`src/hw/rtl/ffrp_pkg.sv`:
```
// ----------------------------------------------------------------------------
// ffrp_pkg: shared types and constants of the FASTA/FASTQ record parser
// Holds the transaction structs of both channels, the parse phase encoding,
// the file type and result kind codes, and the character constants.
// ----------------------------------------------------------------------------
package ffrp_pkg;

	// Widths fixed by the channel payloads.
	localparam int unsigned LABEL_OUT_W = 10;
	localparam int unsigned SEQ_OUT_W   = 32;
	localparam int unsigned KIND_W      = 3;

	// Characters the parser reacts to.
	localparam logic [7:0] CH_GT      = 8'h3E; // '>'
	localparam logic [7:0] CH_AT      = 8'h40; // '@'
	localparam logic [7:0] CH_PLUS    = 8'h2B; // '+'
	localparam logic [7:0] CH_NEWLINE = 8'h0A; // '\n'
	localparam logic [7:0] CH_SPACE   = 8'h20; // ' '

	// Result kinds.
	localparam logic [KIND_W-1:0] KIND_LABEL = 3'd0;
	localparam logic [KIND_W-1:0] KIND_SEQ   = 3'd1;
	localparam logic [KIND_W-1:0] KIND_END   = 3'd2;
	localparam logic [KIND_W-1:0] KIND_ERROR = 3'd3;
	localparam logic [KIND_W-1:0] KIND_EMPTY = 3'd4;

	// Reset value of the label limit register.
	localparam logic [LABEL_OUT_W-1:0] MAX_LABEL_RESET = 10'd255;

	typedef enum logic [8:0] {
		PH_PRE_MARK   = 9'b0_0000_0001,
		PH_PRE_LABEL  = 9'b0_0000_0010,
		PH_LABEL      = 9'b0_0000_0100,
		PH_POST_LABEL = 9'b0_0000_1000,
		PH_SEQ        = 9'b0_0001_0000,
		PH_PLUS       = 9'b0_0010_0000,
		PH_QUAL       = 9'b0_0100_0000,
		PH_ERROR      = 9'b0_1000_0000,
		PH_DONE       = 9'b1_0000_0000
	} phase_t;

	typedef enum logic [1:0] {
		FT_UNKNOWN = 2'd0,
		FT_FASTA   = 2'd1,
		FT_FASTQ   = 2'd2
	} file_type_t;

	typedef struct packed {
		logic [7:0] data_byte;
		logic       end_of_input;
	} item_t;

	typedef struct packed {
		logic [KIND_W-1:0]      kind;
		logic [7:0]             byte_out;
		logic [LABEL_OUT_W-1:0] label_length;
		logic [SEQ_OUT_W-1:0]   sequence_length;
		logic                   is_fastq;
	} result_t;

endpackage

```
`src/hw/rtl/ffrp_parse.sv`:
```
// ----------------------------------------------------------------------------
// ffrp_parse: parse state and per-byte transition logic
// Holds the parse phase, file type, counters and record flag. For the byte
// presented it works out the result, if any, and commits the new state on step.
// ----------------------------------------------------------------------------
module ffrp_parse
	import ffrp_pkg::*;
#(
	parameter int unsigned COUNT_BITS = 32,
	parameter int unsigned LABEL_BITS = 10
) (
	input  logic                   clk,
	input  logic                   arst_n,
	input  logic                   step,
	input  item_t                  item,
	input  logic [LABEL_OUT_W-1:0] max_label_chars,
	output logic                   emit,
	output result_t                res
);

	localparam int unsigned LIM_W = (LABEL_BITS > LABEL_OUT_W) ? LABEL_BITS : LABEL_OUT_W;
	localparam logic [LIM_W-1:0] LABEL_MAX = LIM_W'({LABEL_BITS{1'b1}});

	phase_t                phase_q, phase_n;
	file_type_t            ftype_q, ftype_n;
	logic [LABEL_BITS-1:0] label_q, label_n;
	logic [COUNT_BITS-1:0] seq_q, seq_n;
	logic [COUNT_BITS-1:0] qual_q, qual_n;
	logic                  open_q, open_n;

	logic [LIM_W-1:0]       limit;
	logic [LABEL_OUT_W-1:0] label_len;
	logic [SEQ_OUT_W-1:0]   seq_len;

	// Effective label limit: the configured value clipped to the counter range.
	always_comb begin
		logic [LIM_W-1:0] cfg_ext;
		cfg_ext = LIM_W'(max_label_chars);
		limit   = (cfg_ext < LABEL_MAX) ? cfg_ext : LABEL_MAX;
	end

	generate
		if (LABEL_BITS >= LABEL_OUT_W) begin : g_lab_trunc
			assign label_len = label_q[LABEL_OUT_W-1:0];
		end else begin : g_lab_ext
			assign label_len = LABEL_OUT_W'(label_q);
		end
		if (COUNT_BITS > SEQ_OUT_W) begin : g_seq_sat
			assign seq_len = (|seq_q[COUNT_BITS-1:SEQ_OUT_W]) ? {SEQ_OUT_W{1'b1}}
				: seq_q[SEQ_OUT_W-1:0];
		end else begin : g_seq_ext
			assign seq_len = SEQ_OUT_W'(seq_q);
		end
	endgenerate

	always_comb begin
		logic [7:0] c;
		logic       do_label;
		logic       close_rec;
		logic       open_rec;
		c         = item.data_byte;
		do_label  = 1'b0;
		close_rec = 1'b0;
		open_rec  = 1'b0;
		phase_n   = phase_q;
		ftype_n   = ftype_q;
		label_n   = label_q;
		seq_n     = seq_q;
		qual_n    = qual_q;
		open_n    = open_q;
		emit      = 1'b0;
		res       = '0;
		res.is_fastq = (ftype_q == FT_FASTQ);

		if (phase_q == PH_ERROR || phase_q == PH_DONE) begin
			// Silent until reset.
		end else if (item.end_of_input) begin
			phase_n = PH_DONE;
			if (open_q) begin
				open_n    = 1'b0;
				close_rec = 1'b1;
			end
		end else begin
			case (phase_q)
				PH_PRE_MARK: begin
					if (c == CH_GT || c == CH_AT) begin
						if (ftype_q == FT_UNKNOWN) begin
							ftype_n = (c == CH_GT) ? FT_FASTA : FT_FASTQ;
						end
						open_rec = 1'b1;
					end else if (c != CH_SPACE) begin
						phase_n  = PH_ERROR;
						open_n   = 1'b0;
						emit     = 1'b1;
						res.kind = KIND_ERROR;
					end
				end
				PH_PRE_LABEL: begin
					if (c == CH_NEWLINE) begin
						phase_n  = PH_SEQ;
						emit     = 1'b1;
						res.kind = KIND_EMPTY;
					end else if (c != CH_SPACE) begin
						phase_n  = PH_LABEL;
						do_label = 1'b1;
					end
				end
				PH_LABEL: begin
					do_label = 1'b1;
				end
				PH_POST_LABEL: begin
					if (c == CH_NEWLINE) begin
						phase_n = PH_SEQ;
					end
				end
				PH_SEQ: begin
					if (c == CH_SPACE || c == CH_NEWLINE) begin
						// skipped
					end else if (c == CH_GT && ftype_q == FT_FASTA) begin
						close_rec = 1'b1;
						open_rec  = 1'b1;
					end else if (c == CH_PLUS && ftype_q == FT_FASTQ) begin
						phase_n = PH_PLUS;
					end else begin
						if (!(&seq_q)) begin
							seq_n = seq_q + 1'b1;
						end
						emit         = 1'b1;
						res.kind     = KIND_SEQ;
						res.byte_out = c;
					end
				end
				PH_PLUS: begin
					if (c == CH_NEWLINE) begin
						phase_n = PH_QUAL;
					end
				end
				PH_QUAL: begin
					if (c == CH_NEWLINE) begin
						// skipped
					end else if (c == CH_AT && qual_q >= seq_q) begin
						close_rec = 1'b1;
						open_rec  = 1'b1;
					end else if (!(&qual_q)) begin
						qual_n = qual_q + 1'b1;
					end
				end
				default: begin
					phase_n = PH_ERROR;
				end
			endcase
		end

		if (do_label) begin
			if (c == CH_NEWLINE) begin
				phase_n = PH_SEQ;
			end else if (c == CH_SPACE && ftype_q == FT_FASTA) begin
				phase_n = PH_POST_LABEL;
			end else if (LIM_W'(label_q) < limit) begin
				label_n      = label_q + 1'b1;
				emit         = 1'b1;
				res.kind     = KIND_LABEL;
				res.byte_out = c;
			end
		end

		if (close_rec) begin
			emit                = 1'b1;
			res.kind            = KIND_END;
			res.label_length    = label_len;
			res.sequence_length = seq_len;
		end

		if (open_rec) begin
			phase_n = PH_PRE_LABEL;
			label_n = '0;
			seq_n   = '0;
			qual_n  = '0;
			open_n  = 1'b1;
		end
	end

	always_ff @(posedge clk or negedge arst_n) begin
		if (!arst_n) begin
			phase_q <= PH_PRE_MARK;
			ftype_q <= FT_UNKNOWN;
			label_q <= '0;
			seq_q   <= '0;
			qual_q  <= '0;
			open_q  <= 1'b0;
		end else if (step) begin
			phase_q <= phase_n;
			ftype_q <= ftype_n;
			label_q <= label_n;
			seq_q   <= seq_n;
			qual_q  <= qual_n;
			open_q  <= open_n;
		end
	end

endmodule

```
`src/hw/rtl/fasta_fastq_record_parser.sv`:
```
// ----------------------------------------------------------------------------
// fasta_fastq_record_parser: streaming FASTA/FASTQ record parser
// Takes one file byte per transaction and gives label bytes, sequence bytes,
// record ends, empty header marks and a sticky parse error.
// ----------------------------------------------------------------------------
// Usage.
// The input channel (item_valid, item_stall, item) carries one file byte per
// transaction, or an end-of-input mark that closes any open record. The
// output channel (result_valid, result_stall, result) carries at most one
// result transaction for each input transaction, in input order. The label
// limit is written through the cfg_valid / cfg_ready / cfg_data channel,
// which is always ready; it should only be written while the parser is idle.
// A byte accepted from the input channel is held in the input register, and
// its result is loaded into the output register when the byte moves on.
// Throughput is one transaction per cycle while the receiver does not stall,
// set by the combinational transition of the parse state between the two
// registers. When the receiver stalls, the result waits in the output
// register; the byte in the input register keeps moving if it yields no
// result, otherwise item_stall is raised until the output register drains.
// Reset empties both registers, returns the parser to the state before the
// first record marker and loads the label limit with 255.
// ----------------------------------------------------------------------------
module fasta_fastq_record_parser
	import ffrp_pkg::*;
#(
	parameter int unsigned COUNT_BITS = 32,
	parameter int unsigned LABEL_BITS = 10
) (
	input  logic                   clk,
	input  logic                   arst_n,
	// Input byte channel.
	input  logic                   item_valid,
	output logic                   item_stall,
	input  item_t                  item,
	// Result channel.
	output logic                   result_valid,
	input  logic                   result_stall,
	output result_t                result,
	// Label limit write channel.
	input  logic                   cfg_valid,
	output logic                   cfg_ready,
	input  logic [LABEL_OUT_W-1:0] cfg_data
);

	// Input register: one byte waiting for its transition.
	logic  item_valid_s1;
	item_t item_s1;

	// Output register.
	logic    result_valid_q;
	result_t result_q;

	logic [LABEL_OUT_W-1:0] max_label_q;

	logic    emit;
	result_t res;
	logic    advance;
	logic    item_accept;

	// The byte in the input register moves on unless it has a result and the
	// output register is full and being held by the receiver.
	assign advance     = item_valid_s1 && (!emit || !result_valid_q || !result_stall);
	assign item_stall  = item_valid_s1 && !advance;
	assign item_accept = item_valid && !item_stall;

	assign cfg_ready = 1'b1;

	ffrp_parse #(
		.COUNT_BITS (COUNT_BITS),
		.LABEL_BITS (LABEL_BITS)
	) u_parse (
		.clk             (clk),
		.arst_n          (arst_n),
		.step            (advance),
		.item            (item_s1),
		.max_label_chars (max_label_q),
		.emit            (emit),
		.res             (res)
	);

	always_ff @(posedge clk or negedge arst_n) begin
		if (!arst_n) begin
			item_valid_s1 <= 1'b0;
		end else if (item_accept) begin
			item_valid_s1 <= 1'b1;
		end else if (advance) begin
			item_valid_s1 <= 1'b0;
		end
	end

	always_ff @(posedge clk) begin
		if (item_accept) begin
			item_s1 <= item;
		end
	end

	// The output register can be refilled in the same cycle in which it drains.
	always_ff @(posedge clk or negedge arst_n) begin
		if (!arst_n) begin
			result_valid_q <= 1'b0;
		end else begin
			result_valid_q <= (advance && emit) || (result_valid_q && result_stall);
		end
	end

	always_ff @(posedge clk) begin
		if (advance && emit) begin
			result_q <= res;
		end
	end

	always_ff @(posedge clk or negedge arst_n) begin
		if (!arst_n) begin
			max_label_q <= MAX_LABEL_RESET;
		end else if (cfg_valid && cfg_ready) begin
			max_label_q <= cfg_data;
		end
	end

	assign result_valid = result_valid_q;
	assign result       = result_q;

endmodule

```
`config.mk`:
```
export PLATFORM = sky130hd
export DESIGN_NAME = fasta_fastq_record_parser
export DESIGN_NICKNAME = d
export VERILOG_FILES = /design/src/hw/rtl/ffrp_pkg.sv /design/src/hw/rtl/ffrp_parse.sv /design/src/hw/rtl/fasta_fastq_record_parser.sv
export SDC_FILE = /design/constraint.sdc
export NUM_CORES = 1
export LEC_CHECK = 0
export BUFFER_PORTS_ARGS = -buffer_cell sky130_fd_sc_hd__buf_2
export CELL_PAD_IN_SITES_DETAIL_PLACEMENT = 0
export CELL_PAD_IN_SITES_GLOBAL_PLACEMENT = 1
export CORE_MARGIN = 4
export CORE_UTILIZATION = 42
export CTS_CLUSTER_DIAMETER = 80
export DETAILED_ROUTE_END_ITERATION = 8
export GPL_TIMING_DRIVEN = 0
export PLACE_DENSITY = 0.78
export SYNTH_ARGS = -nofsm -noshare
export SYNTH_HDL_FRONTEND = slang
export SYNTH_HIERARCHICAL = 1
export SYNTH_SLANG_ARGS = --single-unit
export TNS_END_PERCENT = 1
```
`constraint.sdc`:
```
create_clock -name clk -period 5.5 [get_ports clk]
set_clock_uncertainty 0.1 [all_clocks]
set_input_delay 0.55 -clock clk [delete_from_list [all_inputs] [get_ports clk]]
set_output_delay 0.55 -clock clk [all_outputs]
set_load 0.01 [all_outputs]
```
==> flow_summary.json <==
{
  "clkTransAtPathRegs_ps": 70,
  "route.detailed.drc": 0,
  "cts_tree": "done",
  "start_kind": "flip-flop",
  "ff_latch_area_mm2": 0.00436,
  "utilization_pct": 50.0,
  "cts_buffers": 17,
  "routed_wl_mm": 22.0,
  "hpwl_mm": 16.1,
  "syn_to_final_growth_pct": 16.2,
  "cts-root-buf": "clkbuf_16",
  "htreeDepth": 4,
  "tightest_slew_ps": 839,
  "synth_seq_cells": 161,
  "num_rows": 53,
  "synth.avg_cell_area_um2": 10.1,
  "viasPerCell": 5.49,
  "core_mm2": 0.0212,
  "fin_nets": 1076,
  "worstSetupPathType": "reg2reg",
  "power_mw": 2.53,
  "dieArea_mm2": 0.0242,
  "synth_cells": 905,
  "slew_headroom_pct": 43.7,
  "arrival_ps": 5350,
  "dr.pass1.iters": 7,
  "synth_top_family_by_area": "simple AND/OR/NAND/NOR gates",
  "gp_congestion": 0.896,
  "end_kind": "flip-flop",
  "async_flop_share_pct": 60.9,
  "yosysMostFrequentCell": "dfrtp_1",
  "drv_slew": 0,
  "synth-seq-area-share_pct": 47.7,
  "synth_edf_count": 63,
  "synth_area_leaders": "dfrtp_1, edfxtp_1, ha_1",
  "required_ps": 5700,
  "synth_cell_types": 76,
  "crit_path_max_fanout": 10,
  "grt_pass1_wl_mm": 36.1,
  "ys.flop_type": "dfrtp_1",
  "antenna_cells": 0,
  "io_buffer_count": 78,
  "muxShareOfSynthArea_pct": 1.75,
  "cts_hold_buf": 0,
  "detail_route.wl_per_cell_um": 16.9,
  "drtIter0Drc": 565,
  "fillers": 1988,
  "post_synth_and_or_nand_nor_area_fraction_pct": 24.5,
  "synth_adder_area_share_pct": 6.03,
  "synth_xor_xnor_area_share_pct": 5.26,
  "p_per_area_mw_per_mm2": 238,
  "fp.dieH_um": 155,
  "timing.setup.tns_ps": 0,
  "vdd_drop_max_mv": 0.183,
  "outcome": "completed",
  "rsz0062_at_grt": "false",
  "synth-compound-area-share_pct": 10.2,
  "fin_crit_ps": 5150,
  "timing.fmax_mhz": 194,
  "final_antenna_net_count": 0,
  "die_w_um": 155,
  "start_util_pct": 43.0,
  "post-route-period-util_pct": 93.6,
  "drv_cap": 0,
  "synth_top_area_cell": "dfrtp_1",
  "power.leakage_nw": 4.27,
  "antenna_found_initial": 0,
  "hold_class": "in2async",
  "grt_pass1_vias": 6855,
  "netlist_top_cells_count": "dfrtp_1, nor2_1, edfxtp_1, and2_1, inv_1",
  "hold_viol": 0,
  "vias": 7113,
  "drive_gt1_share_pct": 18.3,
  "grt.overflow.total": 0,
  "track_usage_pct": 18.6,
  "syn_nets": 973,
  "io_pins": 81,
  "clock_sinks": 161,
  "clk_latency_ps": 420,
  "synth.top_cell.area_share_pct": 24.4,
  "cts_buffer_depth": 2,
  "multi_input_area_mm2": 0.00443,
  "netlist_area_mm2": 0.00913,
  "yosysWarnings": 6,
  "setup_violations": 0,
  "grt_max_degree": 53
}
==> per-stage QoR <==
stage | instances | worst slack, ps | instance area [µm²] | hold WS [ps]
2_1_floorplan | 905 | 939 | 9140 | 154
3_3_place_gp | 1258 | -514 | 9870 | 365
3_5_place_dp | 1260 | -220 | 9930 | 371
4_1_cts | 1292 | 84.8 | 10500 | 74.7
5_1_grt | 1296 | 17.9 | 10600 | 105
6_report | 1296 | 350 | 10600 | 54.8
==> what timing repair did <==
| action | in CTS | in global routing |
|---|---|---|
| resized for setup | 6 | 7 |
| endpoints found under the setup margin | 42 | 33 |
| buffers inserted | 0 | 4 |
| gates cloned | 0 | 0 |
| pin swaps | 0 | 1 |
==> worst max-delay path, stage by stage (launching register included) <==
cell,delay (ps)
dfrtp_1,420
inv_1,120
ha_1,310
a21oi_1,130
o21ai_0,90
a221o_1,430
o21a_1,200
buf_2,180
o21ai_2,210
a311oi_4,220
or4_1,640
a31oi_1,160
clkbuf_2,230
o311ai_4,190
nor3_4,300
o21ai_1,180
buf_4,210
nor4_2,370
mux2i_1,260
nor3_1,70
==> routing by layer <==
layer / track usage [%] / vias up / share of wire [%] / wire [µm]
met5: 0 / - / 0 / 0
met4: 4.38 / 0 / 0.95 / 209
met3: 3.48 / 17 / 4.8 / 1060
met2: 29.1 / 166 / 46 / 10100
met1: 27.0 / 3415 / 48 / 10600
li1: - / 3515 / - / -
==> power breakdown <==
| part | switching [mW] | internal [mW] |
|---|---|---|
| registers | 0.0112 | 1.26 |
| logic | 0.0439 | 0.0337 |
| clock network | 0.495 | 0.681 |
| total | 0.550 | 1.98 |
==> path summary, 6_finish.rpt <==
kind / cells past startpoint / endpoint / slack (ps) / startpoint
worst max-delay path: 19 / u_parse/qual_q[31] / 350 / u_parse/seq_len[11]
worst min-delay path: 1 / u_parse/qual_q[7] / 50 / arst_n
worst max register to register: 19 / u_parse/qual_q[31] / 350 / u_parse/seq_len[11]
worst min register to register: 1 / u_parse/ftype_q[0] / 390 / u_parse/ftype_q[1]
max in group asynchronous: 2 / max_label_q[5] / 4490 / arst_n
min in group clk: 1 / item_s1[2] / 200 / item[2]
==> placed cells by master (no fill, tap or decap), drive strengths merged, types with 9 or more instances in the layout <==
cell type / Yosys / layout
buf: 22 / 106
dfrtp: 89 / 89
nor2: 80 / 80
edfxtp: 63 / 63
inv: 59 / 62
and2: 60 / 60
xnor2: 51 / 51
nand2: 47 / 47
ha: 44 / 44
a21oi: 42 / 42
clkbuf: 17 / 40
o21ai: 38 / 38
nand3: 36 / 36
nand4: 32 / 32
nor3: 32 / 32
nor4: 29 / 29
or3: 20 / 20
and4: 16 / 16
or4: 11 / 11
mux2: 10 / 10
dfstp: 9 / 9
o31ai: 9 / 9
==> logic make-up (layout without fill, tap and decap cells) <==
group                      after synthesis  in the layout
buffers and inverters                   98            214
xor gates and xnor gates                54             54
DFF                                    161            161
other                                    1              1
AOI/OAI and AO/OA                      139            139
and+or+nand+nor                        397            397
muxes                                   11             11
adders and majority gates               44             44
==> sequential cells by signal (all words and copies together) (netlist names), 2 cells and up <==
name               flops
max_label_q           10
u_parse/seq_len       32
u_parse/phase_q        9
u_parse/ftype_q        2
item_s1                9
u_parse/label_len     10
result                54
u_parse/qual_q        32
==> layout make-up <==
class | instances | area share [%]
multi-input combinational | 646 | 41.8
tap | 275 | 3.24
clock buffer | 23 | 4.61
clock inverter | 9 | 0.907
buffer | 39 | 1.83
sequential | 161 | 41.0
timing repair buffer | 84 | 4.55
inverter | 59 | 2.09
(Power assumes the default switching activity.)
